File: src/rtl/clrq_pkg.sv
// ----------------------------------------------------------------------------
// Upper-bound rank store: shared package
// Sizes, command codes and the link record passed between neighboring cells.
// ----------------------------------------------------------------------------
package clrq_pkg;

  localparam int CAPACITY = 256;
  localparam int VALUE_W  = 32;
  localparam int COUNT_W  = 9;
  localparam int CNT_W    = $clog2(CAPACITY + 1);
  localparam int IDX_W    = (CAPACITY > 2) ? $clog2(CAPACITY) : 1;
  localparam int BIT_W    = (CNT_W > 2) ? $clog2(CNT_W) : 1;

  typedef enum logic [1:0] {
    CMD_INSERT = 2'd0,
    CMD_QUERY  = 2'd1,
    CMD_CLEAR  = 2'd2
  } cmd_t;

  typedef struct packed {
    logic                      valid;
    logic                      le;
    logic signed [VALUE_W-1:0] value;
  } link_t;

  typedef struct packed {
    logic shift;
    logic clear;
  } ctl_t;

endpackage

File: src/rtl/clrq_cell.sv
// ----------------------------------------------------------------------------
// Upper-bound rank store: storage cell
// Holds one value, compares it with the broadcast key and, on an insert,
// keeps its value, takes the key or takes its left neighbor's value.
// ----------------------------------------------------------------------------
module clrq_cell (
  input  logic                               clk,
  input  logic                               rst_n,
  input  clrq_pkg::ctl_t                     ctl,
  input  logic signed [clrq_pkg::VALUE_W-1:0] key,
  input  clrq_pkg::link_t                    prev,
  output clrq_pkg::link_t                    link
);
  import clrq_pkg::*;

  logic                      valid_r;
  logic                      valid_nxt;
  logic signed [VALUE_W-1:0] value_r;
  logic signed [VALUE_W-1:0] value_nxt;
  logic                      le;

  assign le = valid_r && (value_r <= key);

  always_comb begin
    valid_nxt = valid_r;
    value_nxt = value_r;
    if (ctl.clear) begin
      valid_nxt = 1'b0;
    end else if (ctl.shift && !le) begin
      if (prev.le) begin
        valid_nxt = 1'b1;
        value_nxt = key;
      end else begin
        valid_nxt = prev.valid;
        value_nxt = prev.value;
      end
    end
  end

  always_ff @(posedge clk) begin
    if (!rst_n) begin
      valid_r <= 1'b0;
    end else begin
      valid_r <= valid_nxt;
    end
    value_r <= value_nxt;
  end

  assign link.valid = valid_r;
  assign link.le    = le;
  assign link.value = value_r;

endmodule

File: config.mk
export PLATFORM = sky130hd
export DESIGN_NAME = clrq_cell
export DESIGN_NICKNAME = d
export VERILOG_FILES = /design/src/rtl/clrq_pkg.sv /design/src/rtl/clrq_cell.sv
export SDC_FILE = /design/constraint.sdc
export NUM_CORES = 1
export LEC_CHECK = 0
export ABC_AREA = 1
export BUFFER_PORTS_ARGS = -buffer_cell sky130_fd_sc_hd__buf_4
export CORE_AREA = 2 2 89 91
export CTS_CLUSTER_DIAMETER = 120
export DETAILED_ROUTE_END_ITERATION = 7
export DIE_AREA = 0 0 91 93
export GPL_TIMING_DRIVEN = 0
export PLACE_DENSITY = 0.58
export SLEW_MARGIN = 25
export SYNTH_ARGS = -nofsm -noshare
export SYNTH_HDL_FRONTEND = slang
export SYNTH_SLANG_ARGS = --single-unit
export TNS_END_PERCENT = 30
File: constraint.sdc
create_clock -name clk -period 4.6 [get_ports clk]
set_clock_uncertainty 0.15 [all_clocks]
set_input_delay 0.23 -clock clk [delete_from_list [all_inputs] [get_ports clk]]
set_output_delay 0.23 -clock clk [all_outputs]
set_load 0.1 [all_outputs]
==> flow_summary.json <==
{
  "path_class": "register to register",
  "ys_ff_latch": 33,
  "maxCapViolations": 0,
  "grt_pass1_vias": 2008,
  "yosys_warnings": 0,
  "ctsRootBufferMaster": "clkbuf_8",
  "period_minus_slack_ns": 2.78,
  "required_ns": 4.44,
  "layout-drive-gt1-share": 0.336,
  "synthFlopType": "edfxtp_1",
  "tightest_slew_ns": 0.543,
  "ios": 104,
  "clock.fmax_mhz": 360,
  "insertion_delay_ns": 0.28,
  "drc": 0,
  "final_cell_mix": "buf_4, a21oi_1, nor2_1",
  "syn-instance-count": 261,
  "fin_tns_setup_ns": 0,
  "chipHeight_um": 93,
  "cp-start-kind": "register",
  "tritoncts": "yes",
  "post_cts_buffers": 0,
  "drt-total-wl_mm": 5.69,
  "layout.cells.most_common": "buf_4",
  "routedWlPerCell_um": 12.0,
  "cellLeakagePower_nw": 1.64,
  "cp-end-kind": "register",
  "dp_hpwl_mm": 4.68,
  "cts_resized": 0,
  "hold_viol_final": 0,
  "synth_edf_count": 32,
  "rsz0062_at_grt": "no",
  "area_delta_synth_final_pct": 44.6,
  "vias": 2063,
  "port_buffers": 102,
  "grt_max_degree": 19,
  "r2r-end": "value_r[0]",
  "antennaDiodeCount": 0,
  "cts_buffers": 5,
  "fin_nets": 473,
  "finalCritPeriodShare": 0.604,
  "synth_cell_types": 24,
  "finalNonFillerCells": 474,
  "setup-violations-final": 0,
  "drtPass1Iterations": 4,
  "drt_iter0_drc": 46,
  "dp_cells": 466,
  "max-vdd-ir-drop_mv": 0.0951,
  "crit_start": "value_r[27]",
  "gp_congestion": 0.785,
  "reg2reg_depth": 13,
  "postCtsHoldBufs": 0,
  "numClockSinks": 33,
  "regToRegStartpoint": "value_r[27]",
  "yosysSeqAreaShare": 0.435,
  "powerDensity_nw_per_um2": 266,
  "ys_async_sr_fraction": 0,
  "grt_overflow": 0,
  "relSlewSlack": 0.638,
  "clkTransAtPathRegs_ns": 0.08,
  "fp.dieW_um": 91,
  "die_area_um2": 8460,
  "antenna_found_initial": 0,
  "synth_fp_nets": 363,
  "grt_usage": 0.136,
  "start_util": 0.300,
  "report.final.slew_viol_count": 0,
  "grt_pass1_wl_mm": 9.23,
  "cp.arrival_ns": 2.62,
  "hold_class": "input port to register",
  "outcome": "completed",
  "r2r_slack_ns": 1.82,
  "ant_nets": 0,
  "htree_levels": 2,
  "synth.avg_cell_area_um2": 8.64,
  "clockBufferDepth": 2,
  "synth_area_um2": 2260,
  "core_area_um2": 7530,
  "critical_path.max_fanout": 18,
  "vias_per_cell": 4.35,
  "worstSetupEndpoint": "value_r[0]",
  "num_rows": 32
}
==> cells by family after synthesis <==
family                   Yosys count  share of synthesized area
adder cells (fa/ha/maj)           32                      0.177
AO/OA/AOI/OAI                     50                      0.115
flip-flops                        33                      0.435
multiplexers                       1                    0.00499
buffers and inverters             52                     0.0943
AND/OR/NAND/NOR                   93                      0.174
==> sequential cells by signal, indices dropped and copies added, names as in the netlist <==
register	count
valid_r	1
value_r	32
==> critical path: stages (launching register included) <==
cell,delay [ns]
edfxtp_1,0.40
ha_1,0.31
a21oi_1,0.17
o21ai_0,0.13
nand2_1,0.08
nand2_1,0.05
a21oi_1,0.17
nand2_1,0.08
nand2_1,0.07
nand3_2,0.07
nand2_2,0.09
nand2_1,0.08
nor2_4,0.41
buf_16,0.22
==> cells in the mapped netlist, types with 2 or more instances <==
cell type / instances / area share
edfxtp_1: 32 / 0.43
clkbuf_1: 6 / 0.010
a21oi_1: 45 / 0.10
ha_1: 32 / 0.18
nor2_2: 3 / 0.0083
nand3_1: 2 / 0.0044
inv_2: 4 / 0.0067
o21ai_0: 2 / 0.0044
nor2_1: 41 / 0.068
nand3_2: 2 / 0.0089
nand2_2: 2 / 0.0055
buf_4: 2 / 0.0067
inv_1: 38 / 0.063
nand2_1: 40 / 0.067
==> area by class of cell <==
type,count,area [µm²]
Fill cell,821,4260
Multi-Input combinational cell,176,1070
Sequential cell,33,981
Timing Repair Buffer,103,793
Inverter,43,161
Tap cell,102,128
Clock buffer,5,68.8
Buffer,9,51.3
Clock inverter,3,12.5
==> layer usage <==
| metal | share of wire | up-vias | track usage |
|---|---|---|---|
| met3 | 0.046 | 2 | 0.0258 |
| li1 | - | 1080 | - |
| met1 | 0.45 | 930 | 0.174 |
| met4 | 0.0072 | 0 | 0.0328 |
| met5 | 0 | - | 0 |
| met2 | 0.50 | 51 | 0.237 |
==> power by group <==
group | total [W] | leakage [nW] | switching (W) | internal (W)
Clock | 0.000211 | 0.0430 | 0.000109 | 0.000102
Sequential | 0.000360 | 0.306 | 0.00000884 | 0.000351
Combinational | 0.000297 | 1.29 | 0.000196 | 0.000101
==> worst min path at each step <==
| stage | start | end | slack, ns | depth (start not counted) |
|---|---|---|---|---|
| after floorplan | ctl[1] | valid_r | 0.22 | 3 |
| after global placement | ctl[0] | valid_r | 0.34 | 4 |
| after detailed placement | ctl[0] | valid_r | 0.36 | 4 |
| after CTS | ctl[0] | valid_r | 0.06 | 4 |
| after global routing | ctl[0] | valid_r | 0.08 | 4 |
| final | ctl[0] | valid_r | 0.07 | 4 |
==> stage by stage <==
| step | total power [W] | setup slack [ns] | utilization | hold WS (ns) | instance area [µm²] |
|---|---|---|---|---|---|
| after global placement | 0.000660 | 1.08 | 0.418 | 0.340 | 3150 |
| after floorplan | 0.000567 | 1.12 | - | 0.225 | 2260 |
| after detailed placement | 0.000667 | 1.79 | 0.423 | 0.362 | 3180 |
| final | 0.000867 | 1.82 | 0.434 | 0.0667 | 3260 |
| after global routing | 0.000914 | 1.53 | 0.434 | 0.0753 | 3260 |
| after CTS | 0.000882 | 1.75 | 0.434 | 0.0611 | 3260 |
Note: power is estimated with default switching activity, not from simulation.
